==> src/rtl/ledseq_pkg.sv <==
`default_nettype none

package ledseq_pkg;

    // Default parameter values and fixed field widths.
    localparam int GRAY_BITS_DEF   = 12;
    localparam int BRIGHT_BITS_DEF = 8;
    localparam int OP_W            = 3;
    localparam int VALUE_W         = 16;
    localparam int PIN_W           = 2;
    localparam int CNT_W           = 5;
    localparam int SEG_W           = 3;

    // Command codes.
    localparam logic [OP_W-1:0] OP_GRAY   = 3'd0;
    localparam logic [OP_W-1:0] OP_LATCH  = 3'd1;
    localparam logic [OP_W-1:0] OP_BRIGHT = 3'd2;
    localparam logic [OP_W-1:0] OP_INT    = 3'd3;
    localparam logic [OP_W-1:0] OP_EXT    = 3'd4;

    // Pin selects, matching the bit order of the per-chain pin levels.
    localparam logic [PIN_W-1:0] PIN_CLK  = 2'd0;
    localparam logic [PIN_W-1:0] PIN_DATA = 2'd1;
    localparam logic [PIN_W-1:0] PIN_LAT  = 2'd2;

    // Segment kinds of a command program.
    typedef enum logic [1:0] {
        SEG_SET   = 2'd0,
        SEG_PULSE = 2'd1,
        SEG_SHIFT = 2'd2
    } t_kind;

    // One program segment: a single pin write, a run of pulses or a bit shift.
    typedef struct packed {
        t_kind              kind;
        logic [PIN_W-1:0]   pin;
        logic               level;
        logic [CNT_W-1:0]   count;
        logic               last;
    } t_seg;

    // One pin step handed from the sequencer to the pin register stage.
    typedef struct packed {
        logic               ch;
        logic [PIN_W-1:0]   pin;
        logic               level;
        logic               last;
    } t_step;

    function automatic t_seg mk_seg(input t_kind kind, input logic [PIN_W-1:0] pin,
                                    input logic level, input logic [CNT_W-1:0] count,
                                    input logic last);
        t_seg s;
        s.kind  = kind;
        s.pin   = pin;
        s.level = level;
        s.count = count;
        s.last  = last;
        return s;
    endfunction

    function automatic t_seg set_seg(input logic [PIN_W-1:0] pin, input logic level,
                                     input logic last);
        return mk_seg(SEG_SET, pin, level, CNT_W'(1), last);
    endfunction

    // Command programs, indexed by command code and segment number.
    function automatic t_seg ledseq_seg(input logic [OP_W-1:0] op, input logic [SEG_W-1:0] idx,
                                        input int gray_bits, input int bright_bits);
        t_seg             s;
        logic [CNT_W-1:0] gb;
        logic [CNT_W-1:0] bb;
        gb = CNT_W'(gray_bits);
        bb = CNT_W'(bright_bits);
        s  = set_seg(PIN_CLK, 1'b0, 1'b1);
        unique case (op)
            OP_GRAY: begin
                unique case (idx)
                    3'd0:    s = mk_seg(SEG_SHIFT, PIN_DATA, 1'b0, gb, 1'b0);
                    3'd1:    s = set_seg(PIN_CLK, 1'b0, 1'b0);
                    default: s = set_seg(PIN_DATA, 1'b0, 1'b1);
                endcase
            end
            OP_LATCH: begin
                unique case (idx)
                    3'd0:    s = set_seg(PIN_CLK, 1'b0, 1'b0);
                    3'd1:    s = set_seg(PIN_LAT, 1'b1, 1'b0);
                    default: s = set_seg(PIN_LAT, 1'b0, 1'b1);
                endcase
            end
            OP_BRIGHT: begin
                unique case (idx)
                    3'd0:    s = set_seg(PIN_CLK, 1'b1, 1'b0);
                    3'd1:    s = mk_seg(SEG_PULSE, PIN_LAT, 1'b0, CNT_W'(4), 1'b0);
                    3'd2:    s = set_seg(PIN_LAT, 1'b0, 1'b0);
                    3'd3:    s = mk_seg(SEG_SHIFT, PIN_DATA, 1'b0, bb, 1'b0);
                    3'd4:    s = set_seg(PIN_CLK, 1'b0, 1'b0);
                    3'd5:    s = set_seg(PIN_LAT, 1'b1, 1'b0);
                    default: s = set_seg(PIN_LAT, 1'b0, 1'b1);
                endcase
            end
            OP_INT: begin
                unique case (idx)
                    3'd0:    s = set_seg(PIN_CLK, 1'b1, 1'b0);
                    3'd1:    s = mk_seg(SEG_PULSE, PIN_LAT, 1'b0, CNT_W'(4), 1'b0);
                    3'd2:    s = mk_seg(SEG_PULSE, PIN_CLK, 1'b0, CNT_W'(3), 1'b0);
                    3'd3:    s = set_seg(PIN_CLK, 1'b0, 1'b0);
                    default: s = set_seg(PIN_LAT, 1'b0, 1'b1);
                endcase
            end
            OP_EXT: begin
                unique case (idx)
                    3'd0:    s = set_seg(PIN_CLK, 1'b1, 1'b0);
                    3'd1:    s = mk_seg(SEG_PULSE, PIN_LAT, 1'b0, CNT_W'(3), 1'b0);
                    3'd2:    s = mk_seg(SEG_PULSE, PIN_CLK, 1'b0, CNT_W'(2), 1'b0);
                    3'd3:    s = set_seg(PIN_CLK, 1'b0, 1'b0);
                    default: s = set_seg(PIN_LAT, 1'b0, 1'b1);
                endcase
            end
            default: s = set_seg(PIN_CLK, 1'b0, 1'b1);
        endcase
        return s;
    endfunction

endpackage

`default_nettype wire

==> src/rtl/ledseq_ifs.sv <==
`default_nettype none

// Command channel: one transfer per command.
interface ledseq_in_if;
    import ledseq_pkg::*;
    logic               valid;
    logic               ready;
    logic [OP_W-1:0]    op;
    logic               channel;
    logic [VALUE_W-1:0] value;

    modport source (output valid, output op, output channel, output value, input ready);
    modport sink   (input valid, input op, input channel, input value, output ready);
endinterface

// Pin step channel: one transfer per pin write.
interface ledseq_out_if;
    logic valid;
    logic ready;
    logic out_channel;
    logic clk_level;
    logic data_level;
    logic latch_level;
    logic last_step;

    modport source (output valid, output out_channel, output clk_level, output data_level,
                    output latch_level, output last_step, input ready);
    modport sink   (input valid, input out_channel, input clk_level, input data_level,
                    input latch_level, input last_step, output ready);
endinterface

`default_nettype wire

==> src/rtl/ledseq_ctrl.sv <==
`default_nettype none

module ledseq_ctrl
    import ledseq_pkg::*;
#(
    parameter int GRAY_BITS   = GRAY_BITS_DEF,
    parameter int BRIGHT_BITS = BRIGHT_BITS_DEF
) (
    input  wire logic       i_clk,
    input  wire logic       i_rst_n,
    ledseq_in_if.sink       i_cmd,
    output t_step           o_step,
    output logic            o_step_valid,
    input  wire logic       i_step_ready
);

    localparam int WORD_W = (GRAY_BITS > BRIGHT_BITS) ? GRAY_BITS : BRIGHT_BITS;
    localparam logic [VALUE_W:0] GRAY_MAX = ((VALUE_W+1)'(1) << GRAY_BITS) - (VALUE_W+1)'(1);

    typedef enum logic [1:0] {
        ST_IDLE = 2'b01,
        ST_RUN  = 2'b10
    } t_state;

    t_state             r_state, n_state;
    logic [SEG_W-1:0]   r_seg, n_seg;
    logic [CNT_W-1:0]   r_cnt, n_cnt;
    logic [1:0]         r_sub, n_sub;
    logic [OP_W-1:0]    r_op, n_op;
    logic               r_ch, n_ch;
    logic [WORD_W-1:0]  r_word, n_word;

    t_seg               seg;
    logic               accept;
    logic               op_ok;
    logic               fire;
    logic               unit_end;
    logic               seg_end;
    logic [PIN_W-1:0]   step_pin;
    logic               step_level;
    logic [VALUE_W-1:0] gray_sat;
    logic [WORD_W-1:0]  load_word;

    // Current program segment.
    assign seg = ledseq_seg(r_op, r_seg, GRAY_BITS, BRIGHT_BITS);

    assign i_cmd.ready = (r_state == ST_IDLE);
    assign accept      = i_cmd.valid && i_cmd.ready;
    assign op_ok       = (i_cmd.op <= OP_EXT);
    assign fire        = (r_state == ST_RUN) && i_step_ready;

    // Saturate the grayscale word and align the shift word to its top bit.
    assign gray_sat = ({1'b0, i_cmd.value} > GRAY_MAX) ? GRAY_MAX[VALUE_W-1:0] : i_cmd.value;
    always_comb begin
        if (i_cmd.op == OP_GRAY) begin
            load_word = WORD_W'(gray_sat[GRAY_BITS-1:0]) << (WORD_W - GRAY_BITS);
        end else begin
            load_word = WORD_W'(i_cmd.value[BRIGHT_BITS-1:0]) << (WORD_W - BRIGHT_BITS);
        end
    end

    // Pin and level of the step in progress, and where the unit and segment end.
    always_comb begin
        step_pin   = seg.pin;
        step_level = seg.level;
        unit_end   = 1'b1;
        unique case (seg.kind)
            SEG_SET: begin
                unit_end = 1'b1;
            end
            SEG_PULSE: begin
                step_level = r_sub[0];
                unit_end   = (r_sub == 2'd1);
            end
            SEG_SHIFT: begin
                unit_end = (r_sub == 2'd2);
                unique case (r_sub)
                    2'd0: begin
                        step_pin   = PIN_CLK;
                        step_level = 1'b0;
                    end
                    2'd1: begin
                        step_pin   = PIN_DATA;
                        step_level = r_word[WORD_W-1];
                    end
                    default: begin
                        step_pin   = PIN_CLK;
                        step_level = 1'b1;
                    end
                endcase
            end
            default: begin
                unit_end = 1'b1;
            end
        endcase
    end

    assign seg_end = unit_end && (r_cnt == seg.count - CNT_W'(1));

    assign o_step_valid = (r_state == ST_RUN);
    assign o_step.ch    = r_ch;
    assign o_step.pin   = step_pin;
    assign o_step.level = step_level;
    assign o_step.last  = seg.last && seg_end;

    // Sequencer next state.
    always_comb begin
        n_state = r_state;
        n_seg   = r_seg;
        n_cnt   = r_cnt;
        n_sub   = r_sub;
        n_op    = r_op;
        n_ch    = r_ch;
        n_word  = r_word;
        unique case (r_state)
            ST_IDLE: begin
                if (accept && op_ok) begin
                    n_state = ST_RUN;
                    n_seg   = '0;
                    n_cnt   = '0;
                    n_sub   = '0;
                    n_op    = i_cmd.op;
                    n_ch    = i_cmd.channel;
                    n_word  = load_word;
                end
            end
            ST_RUN: begin
                if (fire) begin
                    if ((seg.kind == SEG_SHIFT) && unit_end) begin
                        n_word = r_word << 1;
                    end
                    if (unit_end) begin
                        n_sub = '0;
                        if (seg_end) begin
                            n_cnt = '0;
                            if (seg.last) begin
                                n_state = ST_IDLE;
                            end else begin
                                n_seg = r_seg + SEG_W'(1);
                            end
                        end else begin
                            n_cnt = r_cnt + CNT_W'(1);
                        end
                    end else begin
                        n_sub = r_sub + 2'd1;
                    end
                end
            end
            default: begin
                n_state = ST_IDLE;
            end
        endcase
    end

    // Control registers.
    always_ff @(posedge i_clk) begin
        if (!i_rst_n) begin
            r_state <= ST_IDLE;
            r_seg   <= '0;
            r_cnt   <= '0;
            r_sub   <= '0;
        end else begin
            r_state <= n_state;
            r_seg   <= n_seg;
            r_cnt   <= n_cnt;
            r_sub   <= n_sub;
        end
    end

    // Command payload registers.
    always_ff @(posedge i_clk) begin
        r_op   <= n_op;
        r_ch   <= n_ch;
        r_word <= n_word;
    end

endmodule

`default_nettype wire

==> src/rtl/ledseq_pins.sv <==
`default_nettype none

module ledseq_pins
    import ledseq_pkg::*;
(
    input  wire logic   i_clk,
    input  wire logic   i_rst_n,
    input  wire t_step  i_step,
    input  wire logic   i_step_valid,
    output logic        o_step_ready,
    ledseq_out_if.source o_pin
);

    logic [2:0] r_lv [2];
    logic       r_valid;
    logic       r_ch;
    logic [2:0] r_out_lv;
    logic       r_last;

    logic [2:0] n_lv;
    logic       take;

    // The output register is free when empty or being drained this cycle.
    assign o_step_ready = !r_valid || o_pin.ready;
    assign take         = i_step_valid && o_step_ready;

    // New pin levels of the addressed chain.
    always_comb begin
        n_lv               = r_lv[i_step.ch];
        n_lv[i_step.pin]   = i_step.level;
    end

    // Per-chain pin state and output valid.
    always_ff @(posedge i_clk) begin
        if (!i_rst_n) begin
            r_lv[0] <= '0;
            r_lv[1] <= '0;
            r_valid <= 1'b0;
        end else begin
            if (take) begin
                r_lv[i_step.ch] <= n_lv;
            end
            if (take) begin
                r_valid <= 1'b1;
            end else if (o_pin.ready) begin
                r_valid <= 1'b0;
            end
        end
    end

    // Output payload register.
    always_ff @(posedge i_clk) begin
        if (take) begin
            r_ch     <= i_step.ch;
            r_out_lv <= n_lv;
            r_last   <= i_step.last;
        end
    end

    assign o_pin.valid       = r_valid;
    assign o_pin.out_channel = r_ch;
    assign o_pin.clk_level   = r_out_lv[PIN_CLK];
    assign o_pin.data_level  = r_out_lv[PIN_DATA];
    assign o_pin.latch_level = r_out_lv[PIN_LAT];
    assign o_pin.last_step   = r_last;

endmodule

`default_nettype wire

==> src/rtl/led_driver_serial_sequencer_core.sv <==
// The first pin step of a command is formed from the registered sequencer state and is
// then held in the pin output register. Throughput: one pin step per cycle while the sink
// takes them; a command occupies the sequencer until its last pin step is taken, and no new
// command is accepted before then, as the single step counter and shift register are shared.
// Undefined command codes are accepted and produce no steps.
// Reset: synchronous, active low; all pins of both chains go low and no step is pending.
`default_nettype none

module led_driver_serial_sequencer_core
    import ledseq_pkg::*;
#(
    parameter int GRAY_BITS   = GRAY_BITS_DEF,
    parameter int BRIGHT_BITS = BRIGHT_BITS_DEF
) (
    input  wire logic       i_clk,
    input  wire logic       i_rst_n,
    ledseq_in_if.sink       i_cmd,
    ledseq_out_if.source    o_step
);

    t_step step;
    logic  step_valid;
    logic  step_ready;

    // Command sequencer.
    ledseq_ctrl #(
        .GRAY_BITS   (GRAY_BITS),
        .BRIGHT_BITS (BRIGHT_BITS)
    ) u_ctrl (
        .i_clk        (i_clk),
        .i_rst_n      (i_rst_n),
        .i_cmd        (i_cmd),
        .o_step       (step),
        .o_step_valid (step_valid),
        .i_step_ready (step_ready)
    );

    // Pin state and output register.
    ledseq_pins u_pins (
        .i_clk        (i_clk),
        .i_rst_n      (i_rst_n),
        .i_step       (step),
        .i_step_valid (step_valid),
        .o_step_ready (step_ready),
        .o_pin        (o_step)
    );

endmodule

`default_nettype wire

==> src/flat_wrapper.sv <==
// flat-port wrapper written by rule: the top's interface ports become plain ports
module led_driver_serial_sequencer_core_flat import ledseq_pkg::*;
#(
    parameter int GRAY_BITS   = GRAY_BITS_DEF,
    parameter int BRIGHT_BITS = BRIGHT_BITS_DEF
)
  (i_clk, i_rst_n, i_cmd_valid, i_cmd_op, i_cmd_channel, i_cmd_value, i_cmd_ready, o_step_valid, o_step_out_channel, o_step_clk_level, o_step_data_level, o_step_latch_level, o_step_last_step, o_step_ready);
  ledseq_in_if i_cmd_i ();
  ledseq_out_if o_step_i ();
  input  wire logic i_clk;
  input  wire logic i_rst_n;
  input wire logic [$bits(i_cmd_i.valid)-1:0] i_cmd_valid;
  input wire logic [$bits(i_cmd_i.op)-1:0] i_cmd_op;
  input wire logic [$bits(i_cmd_i.channel)-1:0] i_cmd_channel;
  input wire logic [$bits(i_cmd_i.value)-1:0] i_cmd_value;
  output wire logic [$bits(i_cmd_i.ready)-1:0] i_cmd_ready;
  output wire logic [$bits(o_step_i.valid)-1:0] o_step_valid;
  output wire logic [$bits(o_step_i.out_channel)-1:0] o_step_out_channel;
  output wire logic [$bits(o_step_i.clk_level)-1:0] o_step_clk_level;
  output wire logic [$bits(o_step_i.data_level)-1:0] o_step_data_level;
  output wire logic [$bits(o_step_i.latch_level)-1:0] o_step_latch_level;
  output wire logic [$bits(o_step_i.last_step)-1:0] o_step_last_step;
  input wire logic [$bits(o_step_i.ready)-1:0] o_step_ready;
  assign i_cmd_i.valid = i_cmd_valid;
  assign i_cmd_i.op = i_cmd_op;
  assign i_cmd_i.channel = i_cmd_channel;
  assign i_cmd_i.value = i_cmd_value;
  assign i_cmd_ready = i_cmd_i.ready;
  assign o_step_valid = o_step_i.valid;
  assign o_step_out_channel = o_step_i.out_channel;
  assign o_step_clk_level = o_step_i.clk_level;
  assign o_step_data_level = o_step_i.data_level;
  assign o_step_latch_level = o_step_i.latch_level;
  assign o_step_last_step = o_step_i.last_step;
  assign o_step_i.ready = o_step_ready;
  led_driver_serial_sequencer_core #(.GRAY_BITS(GRAY_BITS), .BRIGHT_BITS(BRIGHT_BITS)) u_core (.i_clk(i_clk), .i_rst_n(i_rst_n), .i_cmd(i_cmd_i), .o_step(o_step_i));
endmodule
==> config.mk <==
export PLATFORM = sky130hd
export DESIGN_NAME = led_driver_serial_sequencer_core_flat
export DESIGN_NICKNAME = d
export VERILOG_FILES = /design/src/rtl/ledseq_pkg.sv /design/src/rtl/ledseq_ifs.sv /design/src/rtl/ledseq_ctrl.sv /design/src/rtl/ledseq_pins.sv /design/src/rtl/led_driver_serial_sequencer_core.sv /design/src/flat_wrapper.sv
export SDC_FILE = /design/constraint.sdc
export NUM_CORES = 1
export LEC_CHECK = 0
export ABC_AREA = 1
export ABC_CLOCK_PERIOD_IN_PS = 4500
export BUFFER_PORTS_ARGS = -buffer_cell sky130_fd_sc_hd__buf_2
export CORE_MARGIN = 2
export CORE_UTILIZATION = 45
export DETAILED_ROUTE_END_ITERATION = 8
export SLEW_MARGIN = 20
export SYNTH_ARGS = -nofsm -noshare
export SYNTH_HDL_FRONTEND = slang
export SYNTH_SLANG_ARGS = --single-unit
==> constraint.sdc <==
create_clock -name i_clk -period 4.5 [get_ports i_clk]
set_input_delay 0.225 -clock i_clk [delete_from_list [all_inputs] [get_ports i_clk]]
set_output_delay 0.225 -clock i_clk [all_outputs]
set_load 0.05 [all_outputs]
[Yosys cells after proc, flatten, opt, wreduce, memory -nomap -nowiden]
Memory sizes are Yosys's and may differ from the RTL's. A register that Yosys moved wholly into a read port is not among the register bits.
Index checks and enable logic that the tools add are counted.
Operators by class
  $add $sub $neg: 4
  order comparisons: 4
  equal/unequal tests: 23
  muxes and demuxes: 51
  reductions and logical operators: 22
Operators by type and width (count)
  $pmux 10 s4: 2
  $pmux 11 s6: 1
  $mux 12: 5
  $pmux 11 s5: 1
  $pmux 12 s2: 1
  $pmux 11 s2: 1
  $mux 5: 4
  $mux 2: 9
  $mux 3: 6
  $pmux 9 s2: 1
  $gt 16x12->1 const B: 1
  $eq 3x2->1 const B: 4
  $ne 2x2->1 const B: 6
  $mux 1: 11
  $pmux 5 s2: 1
  $eq 3x3->1 const B: 3
  $logic_not 3->1: 3
  $pmux 2 s2: 2
  $reduce_and 4->1: 2
  $logic_and 1x1->1: 7
  $eq 2x1->1 const B: 3
  $eq 2x2->1 const B: 3
  $eq 3x1->1 const B: 2
  $pmux 1 s2: 3
  21 further kinds: 22
Storage, ports and cells
  register bits after elaboration: 34
  memory bits (writable): 6
  input port bits: 24
  output and inout port bits: 7
  word-level logic and storage cells: 116
  memories kept: 1
Memory list
  u_core.u_pins.r_lv: words 2, width 3, rd ports 1, clocked after memory_dff 1, wr ports 2, line ledseq_pins.sv:14  | logic [2:0] r_lv [2];

[Longest topological paths before layout]
  depth in word-level cells: 11
  depth in mapped cells: 20

[Cells and area by module]
From an unflattened synthesis, not the netlist that was laid out.
Second synthesis, totals
  cell total of the unflattened synthesis: 314
  area, all modules: 2512.4 um^2
By module, submodules not included
  ledseq_ctrl: times used 1, cells each 261, area an instance 1978.1 um^2
  ledseq_pins: times used 1, cells each 53, area an instance 534.3 um^2

[Worst setup path before layout]
OpenSTA, ideal clock, no wires.
  path type: reg2reg
  from: reg u_core.u_ctrl.r_op[1]
  to: reg u_core.u_ctrl.r_word[0], enable pin
  library setup time: 0.385 ns
  data arrival time: 2.514 ns
  required time: 4.115 ns
  path slack: 1.601 ns
  cell stages (with the launch flop): 14
  period minus slack after synthesis: 2.899 ns
  path through: edfxtp_1 -> nor2_2 -> inv_1 -> nor2_2 -> o21ai_0 -> o21ai_0 -> inv_1 -> ha_1 -> inv_1 -> nand3_1 -> inv_1 -> a21oi_4 -> inv_1 -> a21oi_1
On the way
  longest elaborated chain between the ends: 7
RTL lines
  from (decl): line ledseq_ctrl.sv:29  | logic [OP_W-1:0] r_op, n_op;
  from (signal assigned): line ledseq_ctrl.sv:172  | r_op <= n_op;
  $eq 3x3->1 (tied with other cells): line ledseq_pkg.sv:76  | unique case (op)
  $pmux 11 s5 *: line ledseq_pkg.sv:76
  $eq 2x2->1 / $eq 2x1->1 (equally long branches): line ledseq_ctrl.sv:67, ledseq_ctrl.sv:129
  $pmux 1 s2: line ledseq_ctrl.sv:67  | unique case (seg.kind)
  $logic_and 1x1->1 *: line ledseq_ctrl.sv:129  | if ((seg.kind == SEG_SHIFT) && unit_end) begin
  $ne 2x2->1 (no line) *
  $reduce_and 4->1 (no line) *
  to (signal assigned): line ledseq_ctrl.sv:174  | r_word <= n_word;
  to (decl): line ledseq_ctrl.sv:31  | logic [WORD_W-1:0] r_word, n_word;
Every way passes the cells marked *; elsewhere a longest branch is shown, timed or not.
A chain may end at the register's enable or synchronous reset.

[Final worst setup path]
  from: reg u_core.u_ctrl.r_seg[0]
  to: reg u_core.u_ctrl.r_word[11], enable pin
On the way
  longest elaborated chain between the ends: 8
RTL lines
  from (decl): line ledseq_ctrl.sv:26  | logic [SEG_W-1:0] r_seg, n_seg;
  from (signal assigned): line ledseq_ctrl.sv:164  | r_seg <= n_seg;
  $eq 3x3->1 (tied with other cells): line ledseq_pkg.sv:92  | unique case (idx)
  $pmux 11 s6 (tied with other cells): line ledseq_pkg.sv:92
  $pmux 11 s5 *: line ledseq_pkg.sv:76
  $eq 2x2->1 / $eq 2x1->1 (equally long branches): line ledseq_ctrl.sv:67, ledseq_ctrl.sv:129
  $pmux 1 s2: line ledseq_ctrl.sv:67
  $logic_and 1x1->1 *: line ledseq_ctrl.sv:129
  $ne 2x2->1 (no line) *
  $reduce_and 4->1 (no line) *
Marked as above.

==> run metrics <==
Post-CTS Setup Repair Bufs 0; DRT met1 WL approximately 2700 µm; Detail Route Antenna Nets 0; Inserted Diodes 0; gr usage total 0.186; max_cap viols 0; Req. time, crit path 4510 ps; number of synthesized register bits a little over 40; met2 wire length 2480 µm; pin count of the biggest net entering global routing 30; highest metal used met4; Hold Path Class in -> reg; Post-CTS Hold Buffers 0; worst-skew pair later-pin latency roughly 300 ps; grt ovf 0; DR WL/cell 12.7 µm; Vias/cell between 5 and 6; max-slew violations 0; Fill cells between 500 and 600; global-route wire length before repair ~9000 µm; post-synthesis instance area around 2600 µm²; drt first pass iters 4; Root Driver clkbuf_8; initial antenna violation count 0; DIE AREA 6330 µm²; outcome completed; fmax ~320 MHz; Tcrit/Tclk final 0.704; H-Tree Depth 2; core area ~5500 µm²; post-detail-place hpwl 4300 µm; area of placed instances approximately 2800 µm²; post-synthesis cell type count 36; commonest non-fill, non-tap cell in the layout nand2_1; Initial Util 0.467; Post-Route WL 5420 µm; final-report setup violation count 0; final setup TNS 0 ps; DRC violations left 0; Iter 0 DRT Violations approximately 130; P_leak 1.23 nW; Peak VDD IR 0.000216 V; CP Capture Type flip-flop; Async SR Flop Fraction 0; PortBufs 30; Worst Path Arrival 3180 ps; Final Hold Viols 0; Post-CTS Resized 0; Mean Syn Cell Area 8.08 µm²; routed vias about 2.1k; Worst Tran Pin Value a little over 700 ps; Die W around 80 µm; RSZ-0062 raised after global routing no; most frequent cells in the layout nand2_1, inv_1, nor2_1, buf_2, edfxtp_1; post-route cell area about 2900 µm²; crit-path max FO 7; Area Growth Syn to Fin 13.1%; sequential share of the synthesized area 0.425; height of the chip around 80 µm; Fin Hold WS about 120 ps; Worst setup SP type flip-flop; Mapped Nets 354; total CTS buffers 5; DR WL met3 between 200 and 250 µm; min cycle time layout between 3000 and 4000 ps; Synth warnings 0; vias in the first global route between 1.5k and 2k; clock tree buffer depth 2; kind of critical path reg -> reg; layout cells sized above 1 0.220; Worst Skew roughly 10 ps; PwrDens roughly 330 nW/µm²; GP Congestion about 0.87; CTS tree yes; CTS sink count 41; Clock Pin Slew Worst Setup and Hold Paths roughly 80 ps; tightest slew margin relative to the limit 0.519; ys flop type edfxtp_1; Layout Nets approximately 400; I/O pin cnt 31; Syn Inst Count 318; FP Rows 27; EDFF count, synth 27
metrics by stage:
step           utilization  setup slack [ps]  power, mW  instances
2_1_floorplan            -              1600      0.649        318
3_3_place_gp         0.511              1450      0.713        418
3_5_place_dp         0.511              1350      0.713        418
4_1_cts              0.528              1330      0.968        426
5_1_grt              0.528               973       1.02        426
6_report             0.528              1330      0.964        426
synthesized netlist by cell type (2+ instances only):
library cell / instances / area share
nor2_2: 7 / 0.017
nand3_1: 13 / 0.025
inv_2: 7 / 0.010
nand2_1: 66 / 0.096
o21ai_0: 24 / 0.047
dfxtp_1: 14 / 0.11
inv_1: 40 / 0.058
a21oi_2: 2 / 0.0068
o21a_1: 2 / 0.0058
nand2_2: 7 / 0.017
edfxtp_1: 27 / 0.32
a31oi_1: 3 / 0.0073
xor2_1: 5 / 0.017
nand3_4: 3 / 0.020
nor2_4: 2 / 0.0088
nor2_1: 34 / 0.050
nor3_1: 2 / 0.0039
nand4_1: 7 / 0.017
ha_1: 12 / 0.058
o21ai_1: 3 / 0.0058
clkbuf_1: 3 / 0.0044
a21oi_1: 10 / 0.019
nand3_2: 3 / 0.012
o22ai_1: 8 / 0.019
a211oi_1: 2 / 0.0058
o31ai_1: 2 / 0.0058
power by group:
part,internal [mW],switching [mW]
logic,0.0876,0.170
clock network,0.125,0.132
registers,0.434,0.0147
total,0.646,0.317
sequential cells by signal, summed over array words and instances (netlist names), named ones only:
signal and count:
u_core.u_ctrl.r_word 12, u_core.u_pins.r_lv 6, u_core.u_ctrl.r_cnt 5, u_core.u_ctrl.r_op 3
u_core.u_ctrl.r_seg 3, u_core.u_pins.r_out_lv 3, u_core.u_ctrl.r_state 2, u_core.u_ctrl.r_sub 2
u_core.u_ctrl.r_ch 1, u_core.u_pins.o_pin.last_step 1, u_core.u_pins.o_pin.out_channel 1, u_core.u_pins.o_pin.valid 1
final timing paths:
kind / from / to / slack (ps) / cells past startpoint
hold / removal: i_cmd_channel / u_core.u_ctrl.r_ch / 120 / 1
hold reg to reg: u_core.u_ctrl.r_ch / u_core.u_pins.o_pin.out_channel / 490 / 0
setup / recovery: u_core.u_ctrl.r_seg[0] / u_core.u_ctrl.r_word[11] / 1330 / 14
setup reg to reg: u_core.u_ctrl.r_seg[0] / u_core.u_ctrl.r_word[11] / 1330 / 14
kinds of logic (layout without fill, tap and decap cells):
group,Yosys count,count (layout),share of synthesized area
xor gates and xnor gates,5,5,0.0170
and+or+nand+nor,149,149,0.283
adders and majority gates,12,12,0.0584
buffers and inverters,51,87,0.0750
AOI/OAI and AO/OA,60,60,0.142
DFF,41,41,0.425
worst max-delay path, stage by stage, from the launching register on:
cell and delay, ps:
dfxtp_1 340, inv_1 130, ha_1 260, inv_1 90
nor2_2 160, nand3_1 170, nand2_2 140, ha_1 260
nand2_1 80, nand3_1 100, inv_1 100, a21oi_4 230
inv_1 100, a21oi_1 460, buf_4 270
per-layer routing:
metal | up-vias | GRT usage
li1 | 1131 | -
met1 | 966 | 0.250
met2 | 47 | 0.304
met3 | 5 | 0.0351
met4 | 0 | 0.0534
met5 | - | 0
layout make-up:
cell class	count	area, µm²	area share
Multi-Input combinational cell	226	1290	0.443
Sequential cell	41	1090	0.375
Inverter	47	176	0.0607
Timing Repair Buffer	32	165	0.0568
Tap cell	72	90.1	0.0310
Clock buffer	6	82.6	0.0284
Clock inverter	2	12.5	0.00430
No activity file was read; power rests on OpenSTA's default activity.
